==> src/lnig_pkg.sv <==
// shared types, constants and helpers for the lattice neighbor index generator
package lnig_pkg;

  localparam int SITE_W = 17;
  localparam int SIDE_W = 9;
  localparam int CNT_W = 17;
  localparam int CFG_W = 17;
  localparam int CFG_IDX_W = 1;
  localparam int LW = 11;
  localparam int PER_W = 13;
  localparam int L7_W = 14;
  localparam int F53_W = 12;
  localparam int DIV_W = 19;
  localparam int DIV3_W = 15;
  localparam int VAL_W = 20;
  localparam int ROW_W = 3;
  localparam int NUM_NBR = 6;
  localparam int FIFO_DEPTH = 4;
  localparam int MAX_SIDE_DEF = 384;
  localparam int MIN_SIDE = 6;
  localparam logic [SIDE_W-1:0] SIDE_RESET = 9'd96;
  localparam logic [CNT_W-1:0] COUNT_RESET = 17'd7168;
  localparam int DIV3_K = 21846;
  localparam int DIV3_SH = 16;
  localparam int DIV3_PW = 2 * DIV3_W + 1;

  typedef enum logic [CFG_IDX_W-1:0] {
    REG_SIDE_LENGTH = 1'b0,
    REG_SITE_COUNT  = 1'b1
  } cfg_reg_e;

  typedef struct packed {
    logic [LW-1:0]    l;
    logic [LW-1:0]    w2;
    logic [F53_W-1:0] f53;
    logic [PER_W-1:0] per;
    logic [L7_W-1:0]  l7;
    logic [CNT_W-1:0] n;
  } lnig_geom_t;

  typedef struct packed {
    logic [SITE_W-1:0] site;
    logic [PER_W-1:0]  col;
    logic [ROW_W-1:0]  row;
    logic              cut_left;
    logic              cut_right;
  } lnig_item_t;

  typedef struct packed {
    logic full;
    logic empty;
  } lnig_fifo_stat_t;

  // floor(x / 3) by reciprocal, exact below 2^15
  function automatic logic [DIV3_W-2:0] div3(input logic [DIV3_W-1:0] x);
    logic [DIV3_PW-1:0] p;
    p = DIV3_PW'(x) * DIV3_PW'(DIV3_K);
    return p[DIV3_SH+DIV3_W-2:DIV3_SH];
  endfunction

endpackage

==> src/lnig_div.sv <==
// pipelined restoring divider, one quotient bit per stage
module lnig_div #(
  parameter int NUM_W = 19,
  parameter int DEN_W = 17
) (
  input  logic             clk_i,
  input  logic             en_i,
  input  logic [NUM_W-1:0] num_i,
  input  logic [DEN_W-1:0] den_i,
  output logic [NUM_W-1:0] quo_o,
  output logic [NUM_W-1:0] rem_o
);
  localparam int XW = NUM_W + DEN_W;

  logic [NUM_W-1:0] rem_q [NUM_W];
  logic [NUM_W-1:0] quo_q [NUM_W];

  for (genvar s = 0; s < NUM_W; s++) begin : g_stage
    localparam int K = NUM_W - 1 - s;
    logic [NUM_W-1:0] rem_in;
    logic [NUM_W-1:0] quo_in;
    logic [XW-1:0]    den_sh;
    logic [XW-1:0]    rem_x;
    logic             take;

    if (s == 0) begin : g_first
      assign rem_in = num_i;
      assign quo_in = '0;
    end else begin : g_next
      assign rem_in = rem_q[s-1];
      assign quo_in = quo_q[s-1];
    end

    assign den_sh = XW'(den_i) << K;
    assign rem_x  = XW'(rem_in);
    assign take   = rem_x >= den_sh;

    always_ff @(posedge clk_i) begin
      if (en_i) begin
        rem_q[s] <= take ? NUM_W'(rem_x - den_sh) : rem_in;
        quo_q[s] <= quo_in | (NUM_W'(take) << K);
      end
    end
  end

  assign quo_o = quo_q[NUM_W-1];
  assign rem_o = rem_q[NUM_W-1];
endmodule

==> src/lnig_front.sv <==
// front end: takes site words, finds row and column and the wide-row end cuts
module lnig_front (
  input  logic                         clk_i,
  input  logic                         rst_ni,
  input  logic                         en_i,
  input  lnig_pkg::lnig_geom_t         geom_i,
  input  logic                         site_valid_i,
  input  logic [lnig_pkg::SITE_W-1:0]  site_i,
  output logic                         push_o,
  output lnig_pkg::lnig_item_t         item_o
);
  import lnig_pkg::*;

  localparam int M3_W = DIV_W + 2;

  logic                     v0_q;
  logic [SITE_W-1:0]        a0_q;
  logic [DIV_W-1:0]         v_sh_q;
  logic [SITE_W-1:0]        a_sh_q [DIV_W];
  logic [1:0]               neg_sh_q [DIV_W];

  logic signed [SITE_W:0]   t1;
  logic signed [SITE_W:0]   t2;
  logic [DIV_W-1:0]         num1;
  logic [DIV_W-1:0]         num2;
  logic [DIV_W-1:0]         quo1, rem1, quo2, rem2, rem_col;

  logic [PER_W-1:0]         cw;
  logic [ROW_W-1:0]         rw;
  logic [PER_W-1:0]         w2_e;
  logic [PER_W-1:0]         l_e;
  logic [M3_W-1:0]          m3a1, m3b1, m3a2, m3b2, l_m;
  logic [DIV_W-1:0]         l7m2;
  logic                     hit1, hit2;

  always_ff @(posedge clk_i or negedge rst_ni) begin
    if (!rst_ni) begin
      v0_q   <= 1'b0;
      v_sh_q <= '0;
    end else if (en_i) begin
      v0_q   <= site_valid_i;
      v_sh_q <= {v_sh_q[DIV_W-2:0], v0_q};
    end
  end

  always_ff @(posedge clk_i) begin
    if (en_i) begin
      a0_q        <= site_i;
      a_sh_q[0]   <= a0_q;
      neg_sh_q[0] <= {t2[SITE_W], t1[SITE_W]};
      for (int i = 1; i < DIV_W; i++) begin
        a_sh_q[i]   <= a_sh_q[i-1];
        neg_sh_q[i] <= neg_sh_q[i-1];
      end
    end
  end

  // offsets of the site from the two end positions of a wide row
  always_comb begin
    t1   = signed'((SITE_W+1)'(a0_q)) - signed'((SITE_W+1)'(geom_i.w2));
    t2   = signed'((SITE_W+1)'(a0_q)) - signed'((SITE_W+1)'(geom_i.f53))
           + signed'((SITE_W+1)'(1));
    num1 = t1[SITE_W] ? '0 : DIV_W'(DIV_W'(t1[SITE_W-1:0]) * DIV_W'(3));
    num2 = t2[SITE_W] ? '0 : DIV_W'(DIV_W'(t2[SITE_W-1:0]) * DIV_W'(3));
  end

  lnig_div #(.NUM_W(DIV_W), .DEN_W(PER_W)) u_div_col (
    .clk_i (clk_i),
    .en_i  (en_i),
    .num_i (DIV_W'(a0_q)),
    .den_i (geom_i.per),
    .quo_o (),
    .rem_o (rem_col)
  );

  lnig_div #(.NUM_W(DIV_W), .DEN_W(L7_W)) u_div_left (
    .clk_i (clk_i),
    .en_i  (en_i),
    .num_i (num1),
    .den_i (geom_i.l7),
    .quo_o (quo1),
    .rem_o (rem1)
  );

  lnig_div #(.NUM_W(DIV_W), .DEN_W(L7_W)) u_div_right (
    .clk_i (clk_i),
    .en_i  (en_i),
    .num_i (num2),
    .den_i (geom_i.l7),
    .quo_o (quo2),
    .rem_o (rem2)
  );

  // row walk through the six rows of a supercell
  always_comb begin
    w2_e = PER_W'(geom_i.w2);
    l_e  = PER_W'(geom_i.l);
    cw   = rem_col[PER_W-1:0];
    rw   = '0;
    if (cw >= w2_e) begin
      rw = rw + ROW_W'(1);
      cw = cw - w2_e;
    end
    if (cw >= l_e) begin
      rw = rw + ROW_W'(1);
      cw = cw - l_e;
      if (cw >= w2_e) begin
        rw = rw + ROW_W'(1);
        cw = cw - w2_e;
        if (cw >= w2_e) begin
          rw = rw + ROW_W'(1);
          cw = cw - w2_e;
          if (cw >= l_e) begin
            rw = rw + ROW_W'(1);
            cw = cw - l_e;
            if (cw >= w2_e) begin
              rw = rw + ROW_W'(1);
              cw = cw - w2_e;
            end
          end
        end
      end
    end
    if (rw == ROW_W'(6)) begin
      rw = '0;
    end
  end

  // end position i*7L/9 matches when 3T is a multiple of 7L or just below one
  always_comb begin
    l_m  = M3_W'(geom_i.l);
    l7m2 = DIV_W'(geom_i.l7) - DIV_W'(2);
    m3a1 = M3_W'(M3_W'(quo1) * M3_W'(3));
    m3b1 = M3_W'(m3a1 + M3_W'(3));
    m3a2 = M3_W'(M3_W'(quo2) * M3_W'(3));
    m3b2 = M3_W'(m3a2 + M3_W'(3));
    hit1 = !neg_sh_q[DIV_W-1][0] &&
           (((rem1 == '0) && (m3a1 < l_m)) || ((rem1 >= l7m2) && (m3b1 < l_m)));
    hit2 = !neg_sh_q[DIV_W-1][1] &&
           (((rem2 == '0) && (m3a2 < l_m)) || ((rem2 >= l7m2) && (m3b2 < l_m)));
  end

  always_comb begin
    item_o.site      = a_sh_q[DIV_W-1];
    item_o.col       = cw;
    item_o.row       = rw;
    item_o.cut_left  = hit1;
    item_o.cut_right = hit2;
  end

  assign push_o = en_i && v_sh_q[DIV_W-1];
endmodule

==> config.mk <==
export PLATFORM = sky130hd
export DESIGN_NAME = lnig_front
export DESIGN_NICKNAME = d
export VERILOG_FILES = /design/src/lnig_pkg.sv /design/src/lnig_div.sv /design/src/lnig_front.sv
export SDC_FILE = /design/constraint.sdc
export NUM_CORES = 2
export LEC_CHECK = 0
export BUFFER_PORTS_ARGS = -buffer_cell sky130_fd_sc_hd__buf_2
export CAP_MARGIN = 30
export CORE_MARGIN = 5
export CORE_UTILIZATION = 62
export DETAILED_ROUTE_END_ITERATION = 8
export GPL_ROUTABILITY_DRIVEN = 0
export PLACE_DENSITY = 0.79
export SETUP_SLACK_MARGIN = 0.02
export SYNTH_ARGS = -nofsm -noshare
export SYNTH_HDL_FRONTEND = slang
export SYNTH_HIERARCHICAL = 1
export SYNTH_SLANG_ARGS = --single-unit
==> constraint.sdc <==
create_clock -name clk_i -period 13.71 [get_ports clk_i]
set_input_delay 1.371 -clock clk_i [delete_from_list [all_inputs] [get_ports clk_i]]
set_output_delay 1.371 -clock clk_i [all_outputs]
set_load 0.05 [all_outputs]
==> flow_summary.yaml <==
layout:
  fillers: 10504
  multiInputGateArea_um2: 40900
  final_util_pct: 68.3
  drive_gt1_share_pct: 10.4
  regArea_um2: 55600
  area_growth_pct: 9.71
  final_nets: 8880
worst_hold_path:
  hp-class: "flop to flop"
setup_path:
  startpoint_type: "input port"
  worstSetupPathType: "input port to output port"
  crit_path_end_kind: "output port"
  cpPeakStageDelay_ns: 0.55
  critPathMaxFanout: 18
  worst_path_most_repeated_cell: "ha_1"
  crit_arrival_ns: 11.44
  worstPathRequired_ns: 12.34
  cp_slowest_cell: "fa_1"
timing:
  fin_setup_tns_ns: 0
  max_freq_mhz: 78.1
  slew_headroom_pct: 24.3
  tightest_slew_ns: 1.14
  skew_ns: 0.0399
  post-route-period-util_pct: 93.4
  fin_crit_ns: 12.81
  final_max_slew_viol_count: 0
  rsz0062_at_grt: "no"
  finalHoldViolCount: 0
  setup_violations: 0
clocking:
  cts_buffers: 182
  cts_setup_buffers: 0
  root_buffer: "clkbuf_16"
  tritoncts: "done"
  cts_hold_buffers: 0
  cts.clk_slew.worst_paths_ns: 0.06
  htree_levels: 4
  cts.repair.resized: 0
  clk-insertion-delay-late_ns: 0.83
  clk_path_buf_depth: 3
  cts.sinks: 1855
drt:
  vias_per_cell: 6.27
  routedWlPerCell_um: 21.3
  first_pass_iters: 6
  drtIter0Drc: 5519
  drtAntennaViolNets: 0
  route.detailed.drc: 0
  vias: 63665
  routed_wl_um: 216000
die:
  die_area_um2: 167000
  io_pins: 135
  die_x_um: 409
  dieHeight_um: 409
  core_area_um2: 158000
  start_util_pct: 62.3
  rows: 146
placed_design:
  dp_hpwl_um: 151000
  portBuffers: 117
synthesis:
  synthCells: 7662
  yosys_warnings: 6
  synth_area_per_cell_um2: 12.9
  synth_area_um2: 98500
global_routing:
  grt_pass1_vias: 63498
  track_usage_pct: 25.4
  grt_max_degree: 196
  antenna_found_initial: 14
  grt_pass1_wl_um: 340000
  grt_overflow: 0
job:
  max-cap-violations: 0
run_status:
  outcome: "complete, no violations"
==> metrics by stage <==
step	setup slack, ns	cells	area (µm²)	hold WS [ns]
5_1_grt	0.183	10152	108000	0.408
3_3_place_gp	1.17	9810	102000	0.400
2_1_floorplan	1.61	7664	98500	0.400
3_5_place_dp	1.04	9818	102000	0.405
6_report	0.902	10153	108000	0.387
4_1_cts	1.04	10148	108000	0.382
==> critical path, delay by kind of cell <==
family                     cells  cell delay (ns)
adders and majority gates      8             2.89
buffers and inverters          6             1.14
and+or+nand+nor               11             2.09
xor gates and xnor gates       2             0.37
AOI/OAI and AO/OA             15             3.59
==> registers in the layout, indices dropped and copies added (netlist names) <==
register / cells
u_div_left/rem_q: 361
u_div_right/rem_q: 361
u_div_col/rem_q: 355
a_sh_q: 323
u_div_left/quo_q: 190
u_div_right/quo_q: 190
neg_sh_q: 38
v_sh_q: 19
a0_q: 17
v0_q: 1
==> path summary, 6_finish.rpt <==
check                                    startpoint                  endpoint  depth (start not counted)  slack, ns
hold reg to reg            u_div_left/quo_q[12][14]  u_div_left/quo_q[13][14]                          0       0.39
max in group asynchronous                    rst_ni                 v_sh_q[2]                          1      12.93
setup reg to reg                            a0_q[1]   u_div_left/rem_q[0][18]                         25       6.28
setup / recovery                         geom_i[66]                 item_o[4]                         42       0.90
hold / removal             u_div_left/quo_q[12][14]  u_div_left/quo_q[13][14]                          0       0.39
min in group asynchronous                    rst_ni                 v_sh_q[0]                          1       0.48
==> area by class of cell <==
type / instances / area share (%)
Antenna cell: 3 / 0.00695
Clock buffer: 224 / 4.45
Clock inverter: 106 / 1.32
Inverter: 389 / 1.35
Multi-Input combinational cell: 5321 / 37.9
Sequential cell: 1855 / 51.5
Tap cell: 2072 / 2.40
Timing Repair Buffer: 183 / 1.16
==> layout by cell type, fill, tap and decap left out, types with 35 or more instances in the layout <==
cell type,count
ha_1,784
nand4_1,89
edfxtp_1,1835
xnor2_1,344
nor3_1,141
buf_2,116
nor4b_1,35
o21bai_1,45
inv_1,388
nand4b_1,35
mux2_2,233
a211oi_1,62
o21a_1,119
nand3_1,104
mux2i_1,88
clkbuf_16,185
xor2_1,193
buf_4,53
nor2b_1,138
fa_1,65
a21o_1,196
o21ai_0,319
a31oi_1,57
nor2_1,488
nand2b_1,85
nor4_1,114
clkbuf_1,36
a21oi_1,522
nand2_1,368
==> layer usage <==
| metal | vias to the layer above | part of all wire, % | global-route usage (%) |
|---|---|---|---|
| met1 | 31059 | 41 | 33.0 |
| met2 | 2314 | 49 | 42.8 |
| met4 | 6 | 3.9 | 10.1 |
| li1 | 29801 | - | - |
| met5 | - | 0.015 | 0 |
| met3 | 485 | 7.0 | 4.46 |
Power is left out: the tool's default activity adds up to more than one toggle a clock period on the data nets, which glitch-free logic cannot reach.
