===== src/lnig_pkg.sv =====
// shared types, constants and helpers for the lattice neighbor index generator
package lnig_pkg;

  localparam int SITE_W = 17;
  localparam int SIDE_W = 9;
  localparam int CNT_W = 17;
  localparam int CFG_W = 17;
  localparam int CFG_IDX_W = 1;
  localparam int LW = 11;
  localparam int PER_W = 13;
  localparam int L7_W = 14;
  localparam int F53_W = 12;
  localparam int DIV_W = 19;
  localparam int DIV3_W = 15;
  localparam int VAL_W = 20;
  localparam int ROW_W = 3;
  localparam int NUM_NBR = 6;
  localparam int FIFO_DEPTH = 4;
  localparam int MAX_SIDE_DEF = 384;
  localparam int MIN_SIDE = 6;
  localparam logic [SIDE_W-1:0] SIDE_RESET = 9'd96;
  localparam logic [CNT_W-1:0] COUNT_RESET = 17'd7168;
  localparam int DIV3_K = 21846;
  localparam int DIV3_SH = 16;
  localparam int DIV3_PW = 2 * DIV3_W + 1;

  typedef enum logic [CFG_IDX_W-1:0] {
    REG_SIDE_LENGTH = 1'b0,
    REG_SITE_COUNT  = 1'b1
  } cfg_reg_e;

  typedef struct packed {
    logic [LW-1:0]    l;
    logic [LW-1:0]    w2;
    logic [F53_W-1:0] f53;
    logic [PER_W-1:0] per;
    logic [L7_W-1:0]  l7;
    logic [CNT_W-1:0] n;
  } lnig_geom_t;

  typedef struct packed {
    logic [SITE_W-1:0] site;
    logic [PER_W-1:0]  col;
    logic [ROW_W-1:0]  row;
    logic              cut_left;
    logic              cut_right;
  } lnig_item_t;

  typedef struct packed {
    logic full;
    logic empty;
  } lnig_fifo_stat_t;

  // floor(x / 3) by reciprocal, exact below 2^15
  function automatic logic [DIV3_W-2:0] div3(input logic [DIV3_W-1:0] x);
    logic [DIV3_PW-1:0] p;
    p = DIV3_PW'(x) * DIV3_PW'(DIV3_K);
    return p[DIV3_SH+DIV3_W-2:DIV3_SH];
  endfunction

endpackage


===== src/lnig_fifo.sv =====
// short queue between front and back ends
module lnig_fifo #(
  parameter int DW    = 8,
  parameter int DEPTH = 4
) (
  input  logic                     clk_i,
  input  logic                     rst_ni,
  input  logic                     push_i,
  input  logic [DW-1:0]            data_i,
  input  logic                     pop_i,
  output logic [DW-1:0]            data_o,
  output lnig_pkg::lnig_fifo_stat_t stat_o
);
  import lnig_pkg::*;

  localparam int AW = $clog2(DEPTH);
  localparam int CW = $clog2(DEPTH + 1);

  logic [DW-1:0] mem_q [DEPTH];
  logic [AW-1:0] wr_q, wr_d, rd_q, rd_d;
  logic [CW-1:0] cnt_q, cnt_d;

  always_comb begin
    wr_d  = push_i ? ((wr_q == AW'(DEPTH - 1)) ? '0 : AW'(wr_q + AW'(1))) : wr_q;
    rd_d  = pop_i ? ((rd_q == AW'(DEPTH - 1)) ? '0 : AW'(rd_q + AW'(1))) : rd_q;
    cnt_d = cnt_q;
    if (push_i && !pop_i) begin
      cnt_d = CW'(cnt_q + CW'(1));
    end else if (pop_i && !push_i) begin
      cnt_d = CW'(cnt_q - CW'(1));
    end
  end

  always_ff @(posedge clk_i or negedge rst_ni) begin
    if (!rst_ni) begin
      wr_q  <= '0;
      rd_q  <= '0;
      cnt_q <= '0;
    end else begin
      wr_q  <= wr_d;
      rd_q  <= rd_d;
      cnt_q <= cnt_d;
    end
  end

  always_ff @(posedge clk_i) begin
    if (push_i) begin
      mem_q[wr_q] <= data_i;
    end
  end

  assign data_o       = mem_q[rd_q];
  assign stat_o.full  = cnt_q == CW'(DEPTH);
  assign stat_o.empty = cnt_q == '0;

  a_no_overflow: assert property (@(posedge clk_i) disable iff (!rst_ni)
    push_i |-> cnt_q < CW'(DEPTH))
    else $error("queue written while full");

  a_no_underflow: assert property (@(posedge clk_i) disable iff (!rst_ni)
    pop_i |-> cnt_q != '0)
    else $error("queue read while empty");

  a_count_up: assert property (@(posedge clk_i) disable iff (!rst_ni)
    push_i && !pop_i |=> cnt_q == CW'($past(cnt_q) + CW'(1)))
    else $error("queue count did not follow a write");
endmodule


===== config.mk =====
export PLATFORM = sky130hd
export DESIGN_NAME = lnig_fifo
export DESIGN_NICKNAME = d
export VERILOG_FILES = /design/src/lnig_pkg.sv /design/src/lnig_fifo.sv
export SDC_FILE = /design/constraint.sdc
export NUM_CORES = 1
export LEC_CHECK = 0
export BUFFER_PORTS_ARGS = -buffer_cell sky130_fd_sc_hd__buf_2
export CAP_MARGIN = 20
export CORE_ASPECT_RATIO = 0.9
export CORE_UTILIZATION = 34
export CTS_CLUSTER_DIAMETER = 60
export DETAILED_ROUTE_END_ITERATION = 8
export PLACE_DENSITY = 0.61
export SLEW_MARGIN = 20
export SYNTH_ARGS = -nofsm -noshare
export SYNTH_HDL_FRONTEND = slang
export SYNTH_SLANG_ARGS = --single-unit

===== constraint.sdc =====
create_clock -name clk_i -period 1.88 [get_ports clk_i]
set_input_delay 0.188 -clock clk_i [delete_from_list [all_inputs] [get_ports clk_i]]
set_output_delay 0.188 -clock clk_i [all_outputs]
set_load 0.005 [all_outputs]

==> results of run 1 <==
-- power breakdown --
group          total (W)  internal, W  switching (W)  leakage, nW
registers        0.00132      0.00114       0.000184        0.376
clock network   0.000532     0.000259       0.000273       0.0412
logic           0.000647     0.000384       0.000264        0.260
-- worst max-delay path: cells and delay by family (launching register included) --
family	cells	cell delay [ns]
multiplexers	1	0.55
buffers and inverters	1	0.14
flip-flops	1	0.57
-- metrics by stage --
stage | hold slack (ns) | total power [W] | setup slack [ns]
2_1_floorplan | -0.108 | 0.00176 | 0.583
3_3_place_gp | 0.0244 | 0.00196 | 0.246
3_5_place_dp | 0.0315 | 0.00201 | 0.190
4_1_cts | 0.108 | 0.00255 | 0.0847
5_1_grt | 0.0971 | 0.00268 | 0.0699
6_report | 0.117 | 0.00250 | 0.145
-- synthesized netlist by cell type, drive strengths merged --
library cell / instances / area [sq um]
nand3: 1 / 5.00
inv: 5 / 18.8
nor3: 1 / 5.00
xor2: 2 / 17.5
edfxtp: 32 / 961
mux4: 8 / 180
nor3b: 1 / 7.51
fa: 1 / 20.0
o21ai: 2 / 10.0
xnor2: 1 / 8.76
dfrtp: 7 / 175
nand2: 1 / 3.75
nor2: 2 / 7.51
buf: 2 / 16.3
and2: 4 / 25.0
ha: 6 / 75.1
mux2: 3 / 33.8
-- final cells by class --
| class | instances | area (sq um) |
|---|---|---|
| Clock inverter | 2 | 12.5 |
| Multi-Input combinational cell | 33 | 399 |
| Sequential cell | 39 | 1140 |
| Fill cell | 419 | 2600 |
| Clock buffer | 6 | 72.6 |
| Timing Repair Buffer | 22 | 115 |
| Inverter | 5 | 18.8 |
| Tap cell | 62 | 77.6 |
-- state kept, by name, indices dropped and copies added (netlist names) --
name / count
cnt_q: 3
mem_q: 32
rd_q: 2
wr_q: 2
-- per-layer routing --
metal  wire length, microns  vias up
met2                   1170       22
met3                    140        2
met5                      0        -
li1                       -      354
met1                   1100      384
met4                      6        0
-- kinds of logic (layout without fill, tap and decap cells) --
kind of cell | Yosys count | count (layout) | share of synthesized area [%]
mux | 11 | 11 | 13.6
simple gates | 10 | 10 | 3.43
buf+inv | 7 | 35 | 2.23
compound gates | 2 | 2 | 0.637
xor+xnor | 3 | 3 | 1.67
flops | 39 | 39 | 72.4
fa+ha+maj | 7 | 7 | 6.06
-- path summary, 6_finish.rpt --
kind	cells after the start	from	endpoint	slack, ns
hold / removal	1	data_i[7]	mem_q[0][7]$_DFFE_PP_	0.12
hold reg to reg	1	cnt_q[2]$_DFFE_PN0P_	cnt_q[2]$_DFFE_PN0P_	0.52
setup reg to reg	4	cnt_q[0]$_DFFE_PN0P_	cnt_q[2]$_DFFE_PN0P_	0.45
min in group asynchronous	2	rst_ni	cnt_q[0]$_DFFE_PN0P_	0.27
setup / recovery	2	rd_q[0]$_DFFE_PN0P_	data_o[5]	0.14
max in group asynchronous	2	rst_ni	rd_q[0]$_DFFE_PN0P_	1.45
-- repair_timing --
action                                  CTS  global route
endpoints found under the hold margin     7             0
endpoints found under the setup margin    8             0
resized for setup                         1             0
hold buffers                              1             0
==> out/metrics.cfg, run 1 <==
[status]
status = complete, no violations

[detailed_routing]
post_drt_via_cell_ratio = 4.51
drtAntennaViolNets = 0
drc = 0
vias = 762
drt_wl_total_microns = 2420
first_iter_violations = 66
first_pass_iters = 2
routedWlPerCell_microns = 14.3

[worst_setup_path]
slowest_stage = dfrtp_2
crit_chain = mux4_2, buf_2
end_kind = output port
cp_max_fo = 11
worstSetupPathType = reg -> out
arrival_ns = 1.55
cp_slowest_stage_delay_ns = 0.57
critPathLaunchType = flip-flop
crit_required_ns = 1.69

[power]
ir_drop_mv = 0.740
p_leak_nw = 0.677
pwr_density_cell_nw_per_um2 = 1360

[grt]
use_met2_pct = 18.1
grtUsageTotal_pct = 11.4
overflow = 0
grt_max_degree = 13
grt_pass1_wl_microns = 3850
use_met3_pct = 5.14
grtUsageMet1_pct = 13.8
antenna_found_initial = 0
first_global_vias = 783
busiest_layer = met2

[die]
fp.dieArea_sq_um = 4890
io_pins = 22
core_area_sq_um = 4430
fp-row-count = 23
die_w_microns = 73.6
start_util_pct = 35.4
die_y_microns = 66.5

[sta]
maxSlewViolCount = 0
finalHoldViolations = 0
setup-violations-final = 0
fin_tns_setup_ns = 0
finalCritPeriodShare_pct = 92.3
rsz0062_at_grt = no
timing.fmax_mhz = 576
clock_skew_ns = 0.00844
period_needed_ns = 1.74
max_slew_margin_pct = 67.4
tightest_slew_ns = 0.489

[cells_and_area]
layout.cells.non_filler = 169
final_core_util_pct = 41.4
mostFrequentLayoutCells = edfxtp_1, buf_2, mux4_2, ha_1, dfrtp_1
num_antenna_cells = 0
final_common_cell = edfxtp_1
synthToLayoutAreaGrowth_pct = 16.7
finalNetCount = 125
design_area_sq_um = 1830
drive_gt1_share_pct = 37.4

[logic_synthesis]
syn-num-nets = 98
yosysUniqueCellTypes = 18
synth_sequential_area_ratio_pct = 72.4
syn_inst = 79
yosys_warnings = 0
synth_area_per_cell_sq_um = 19.9
synth.cell_area_sq_um = 1570
synth_seq_cells = 39

[clock_network]
cts_root_buf = clkbuf_8
worstSkewPairLatency_ns = 0.29
postCtsSetupBuffers = 0
clockBufferDepth = 2
ctsHtreeMaxLevel = 2
cts_made_buffers = 5
cts_sinks = 39
clk_pin_slew_ns = 0.08
cts_tree = built

[run]
cap_violations = 0

[place]
dp_hpwl_microns = 1620
io_buffers = 21
place.gp.congestion = 0.727
dp_cells = 160
placed_cell_area_sq_um = 1740

[min_path]
min_path_type = in -> reg

Note: power is estimated with default switching activity, not from simulation.
==> run 2, diff against run 1 <==
BUFFER_PORTS_ARGS = unset   (was -buffer_cell sky130_fd_sc_hd__buf_2)
CORE_ASPECT_RATIO = 0.6   (was 0.9)
CORE_UTILIZATION = 50   (was 34)
DONT_BUFFER_PORTS = 1   (was unset)
PLACE_DENSITY = 0.74   (was 0.61)
==> run 2 against run 1 <==
Global-route usage up 5.7 points. First-iteration DRC count unchanged. Worst hold slack worse by 0.099 ns. Utilization up 20 points. Combinational power down 16%. Die area down 31%. Fmax up 6.9%. Cell count down 19%. Critical endpoint is now data_o[4].
==> out/metrics.cfg, run 2 (synthesis gave the netlist of run 1 again) <==
[status]
status = complete, no violations

[worst_setup_path]
reg2reg_slack_ns = 0.46
crit_chain = mux4_2
crit_family = multiplexers
arrival_ns = 1.43
r2r-end = mem_q[0][4]$_DFFE_PP_
r2r_cells = 3
critPathLaunchType = flip-flop
reg2reg_from = wr_q[0]$_DFFE_PN0P_
crit_required_ns = 1.69
worstSetupPathType = reg -> out
slowest_stage = mux4_2
worst-path-buf-inv = 0
cp_max_fo = 11
end_kind = output port
cp_slowest_stage_delay_ns = 0.58

[sta]
finalHoldViolations = 0
fin_tns_setup_ns = 0
max_slew_margin_pct = 69.0
period_needed_ns = 1.62
finalCritPeriodShare_pct = 86.3
maxSlewViolCount = 0
clock_skew_ns = 0.00198
setup-violations-final = 0
rsz0062_at_grt = no
tightest_slew_ns = 0.465
timing.fmax_mhz = 616

[clock_network]
ctsHtreeMaxLevel = 2
cts_root_buf = clkbuf_8
postCtsSetupBuffers = 0
clk_pin_slew_ns = 0.07
worstSkewPairLatency_ns = 0.28
cts_tree = built
cts_made_buffers = 5
cts_sinks = 39
clockBufferDepth = 2

[detailed_routing]
routedWlPerCell_microns = 17.1
post_drt_via_cell_ratio = 5.25
drtAntennaViolNets = 0
first_pass_iters = 4
drc = 0
vias = 719
first_iter_violations = 66
drt_wl_total_microns = 2350

[cells_and_area]
final_common_cell = edfxtp_1
finalNetCount = 113
mostFrequentLayoutCells = edfxtp_1, dlygate4sd3_1, mux4_2, ha_1, dfrtp_1
num_antenna_cells = 0
ff_latch_area_sq_um = 1140
synthToLayoutAreaGrowth_pct = 13.9
multi_input_area_sq_um = 399
top_register = mem_q
reg_top3 = mem_q (32), cnt_q (3)
fillCellCount = 234
drive_gt1_share_pct = 18.9
largest_reg_flops = 32

[die]
io_pins = 22
start_util_pct = 53.6
die_y_microns = 45.4
fp.dieArea_sq_um = 3380
fp-row-count = 15
die_w_microns = 74.3
core_area_sq_um = 2930

[grt]
first_global_vias = 736
grt_pass1_wl_microns = 3780
antenna_found_initial = 0
grtUsageTotal_pct = 17.1
grt_max_degree = 12
overflow = 0

[min_path]
min_path_type = in -> reg
whs_path_depth = 1
hold_end = wr_q[1]$_DFFE_PN0P_
min-delay-start = push_i

[power]
pwr_density_cell_nw_per_um2 = 1330
p_leak_nw = 0.631
ir_drop_mv = 0.610
fin_total_pwr_w = 0.00239

[place]
dp_hpwl_microns = 1580
place.gp.congestion = 0.678
io_buffers = 0

[run]
cap_violations = 0

-- run 2: cell types whose count changed in the layout (fill, tap and decap cells not counted), sizes merged --
cell,previous run,this run
buf,21,0
clkbuf,6,7
clkinvlp,1,0
dlygate4sd3,1,10
-- run 2: metal layers --
metal  GRT usage (%)  share of wire (%)
met4            6.79               0.89
met3            6.19                5.8
met5               0                  0
met1            22.8                 46
met2            26.0                 47
-- run 2: repair_timing --
action,in CTS,in global routing
endpoints found under the hold margin,40,0
resized for setup,0,1
hold buffers,10,0
setup endpoints to repair,0,8
-- run 2: final cells by class --
type | count | share of cell area (%)
clock buffers | 7 | 4.27
clock inverters | 1 | 0.280
inverters | 5 | 1.05
multi-input cells | 33 | 22.3
flip-flops and latches | 39 | 63.6
well taps | 42 | 2.94
repair buffers | 10 | 5.59
-- run 2: worst max path at each step --
| stage | slack [ns] | to | cells past startpoint | startpoint |
|---|---|---|---|---|
| after floorplan | 0.58 | cnt_q[2]$_DFFE_PN0P_ | 4 | cnt_q[0]$_DFFE_PN0P_ |
| after global placement | 0.38 | data_o[2] | 1 | rd_q[0]$_DFFE_PN0P_ |
| after detailed placement | 0.36 | data_o[4] | 1 | rd_q[0]$_DFFE_PN0P_ |
| after CTS | 0.04 | data_o[4] | 1 | rd_q[0]$_DFFE_PN0P_ |
| after global routing | 0.18 | data_o[4] | 1 | rd_q[0]$_DFFE_PN0P_ |
| final | 0.26 | data_o[4] | 1 | rd_q[0]$_DFFE_PN0P_ |
-- run 2: metrics by stage --
| step | area, sq um | std cells | hold WS (ns) | setup WS, ns | utilization (%) |
|---|---|---|---|---|---|
| after floorplan | 1570 | 79 | -0.108 | 0.583 | - |
| after global placement | 1610 | 119 | -0.107 | 0.377 | 54.9 |
| after detailed placement | 1610 | 119 | -0.107 | 0.357 | 54.9 |
| after CTS | 1790 | 137 | 0.00673 | 0.0404 | 61.1 |
| after global routing | 1790 | 137 | 0.0330 | 0.181 | 61.1 |
| final | 1790 | 137 | 0.0182 | 0.257 | 61.1 |
-- run 2: power breakdown --
part	switching, W	total [W]	internal [W]
Sequential	0.000182	0.00132	0.00114
Clock	0.000263	0.000523	0.000260
Combinational	0.000234	0.000543	0.000309
Total	0.000679	0.00239	0.00171
-- run 2: worst reg2reg max path: cells and delay by family (launching register included) --
family                     cells  cell delay, ns
adders and majority gates      1            0.15
DFF                            1            0.41
buffers and inverters          1            0.13
and+or+nand+nor                1            0.39
==> run 3, diff against run 2 <==
CORE_ASPECT_RATIO = 1.75   (was 0.6)
PLACE_DENSITY = 0.76   (was 0.74)
==> run 3 against run 2 <==
Via count up 1.1%. Register-to-register slack about the same. Non-clock buffer count unchanged. Cell count unchanged. Power up 1.3%. Worst setup slack better by 0.034 ns. Flip-flop and latch count unchanged. Largest cell class unchanged. Largest power group unchanged.
==> out/metrics.cfg, run 3 (synthesis gave the netlist of run 1 again) <==
[status]
status = complete, no violations

[min_path]
whs_path_depth = 2
hold_end = wr_q[1]$_DFFE_PN0P_
min_path_type = in -> reg
min-delay-start = push_i

[cells_and_area]
final_common_cell = edfxtp_1
reg_top3 = mem_q (32), cnt_q (3)
num_antenna_cells = 0
finalNetCount = 113
top_register = mem_q
synthToLayoutAreaGrowth_pct = 14.5
largest_reg_flops = 32
drive_gt1_share_pct = 18.9
mostFrequentLayoutCells = edfxtp_1, dlygate4sd3_1, mux4_2

[worst_setup_path]
reg2reg_slack_ns = 0.46
slowest_stage = mux4_2
r2r-end = mem_q[0][2]$_DFFE_PP_
critPathLaunchType = flip-flop
cp_slowest_stage_delay_ns = 0.57
worstSetupPathType = reg -> out
arrival_ns = 1.40
r2r_cells = 3
worst-path-buf-inv = 0
reg2reg_from = wr_q[0]$_DFFE_PN0P_
crit_chain = mux4_2
crit_family = multiplexers
crit_required_ns = 1.69
cp_max_fo = 11
end_kind = output port

[place]
io_buffers = 0
place.gp.congestion = 0.694

[sta]
maxSlewViolCount = 0
timing.fmax_mhz = 630
max_slew_margin_pct = 72.0
period_needed_ns = 1.59
rsz0062_at_grt = no
finalHoldViolations = 0
setup-violations-final = 0
tightest_slew_ns = 0.420
fin_tns_setup_ns = 0
clock_skew_ns = 0.00262
finalCritPeriodShare_pct = 84.5

[clock_network]
clockBufferDepth = 2
worstSkewPairLatency_ns = 0.28
cts_tree = built
cts_made_buffers = 5
cts_sinks = 39
ctsHtreeMaxLevel = 2
clk_pin_slew_ns = 0.07
cts_root_buf = clkbuf_8

[detailed_routing]
drtAntennaViolNets = 0
drt_wl_total_microns = 2300
drc = 0
first_pass_iters = 4
vias = 727
post_drt_via_cell_ratio = 5.31
first_iter_violations = 11
routedWlPerCell_microns = 16.8

[grt]
grt_max_degree = 12
grt_pass1_wl_microns = 3820
antenna_found_initial = 0
overflow = 0
first_global_vias = 807
grtUsageTotal_pct = 16.4

[die]
io_pins = 22
core_area_sq_um = 2960
fp-row-count = 26
die_y_microns = 76.1
fp.dieArea_sq_um = 3380
start_util_pct = 53.0
die_w_microns = 44.4

[power]
ir_drop_mv = 0.793
fin_total_pwr_w = 0.00242
p_leak_nw = 0.634
pwr_density_cell_nw_per_um2 = 1350

[run]
cap_violations = 0

run 3: worst max path at each step:
| stage | start | to | slack [ns] | cells after the start |
|---|---|---|---|---|
| finish | rd_q[0]$_DFFE_PN0P_ | data_o[4] | 0.29 | 1 |
| global route | rd_q[0]$_DFFE_PN0P_ | data_o[4] | 0.20 | 1 |
| CTS | rd_q[0]$_DFFE_PN0P_ | data_o[5] | 0.06 | 1 |
| detailed placement | rd_q[0]$_DFFE_PN0P_ | data_o[5] | 0.37 | 1 |
| floorplan | cnt_q[0]$_DFFE_PN0P_ | cnt_q[2]$_DFFE_PN0P_ | 0.58 | 4 |
| global placement | rd_q[0]$_DFFE_PN0P_ | data_o[5] | 0.38 | 1 |
run 3: final cells by class:
cell class / count / area, sq um
Timing Repair Buffer: 10 / 100
Tap cell: 42 / 52.6
Inverter: 5 / 18.8
Multi-Input combinational cell: 33 / 399
Clock buffer: 7 / 86.3
Fill cell: 231 / 1160
Sequential cell: 39 / 1140
Clock inverter: 1 / 3.75
run 3: metal layers:
| metal | GRT usage [%] | up-vias | routed length [microns] |
|---|---|---|---|
| met4 | 7.27 | 0 | 43 |
| met5 | 0 | - | 0 |
| met2 | 28.4 | 24 | 1320 |
| li1 | - | 328 | - |
| met3 | 4.98 | 4 | 87 |
| met1 | 17.4 | 371 | 850 |
run 3: per-stage QoR:
stage / util [%] / cells / hold slack, ns / worst slack [ns] / area (sq um)
after floorplan: - / 79 / -0.108 / 0.583 / 1570
after global placement: 54.3 / 119 / -0.107 / 0.380 / 1610
after detailed placement: 54.3 / 119 / -0.107 / 0.367 / 1610
after CTS: 60.7 / 137 / 0.0233 / 0.0604 / 1800
after global routing: 60.7 / 137 / 0.0358 / 0.196 / 1800
final: 60.7 / 137 / 0.0299 / 0.292 / 1800
run 3: repair_timing:
action                     4_1_cts  5_1_grt
buffers inserted                 0        0
hold endpoints to repair        41        0
hold buffers                    10        0
resized for setup                0        1
setup endpoints to repair        0        8
run 3: where the power goes:
group / internal, W / total (W) / switching (W)
registers: 0.00114 / 0.00132 / 0.000182
logic: 0.000313 / 0.000550 / 0.000237
clock network: 0.000293 / 0.000547 / 0.000253
total: 0.00175 / 0.00242 / 0.000672
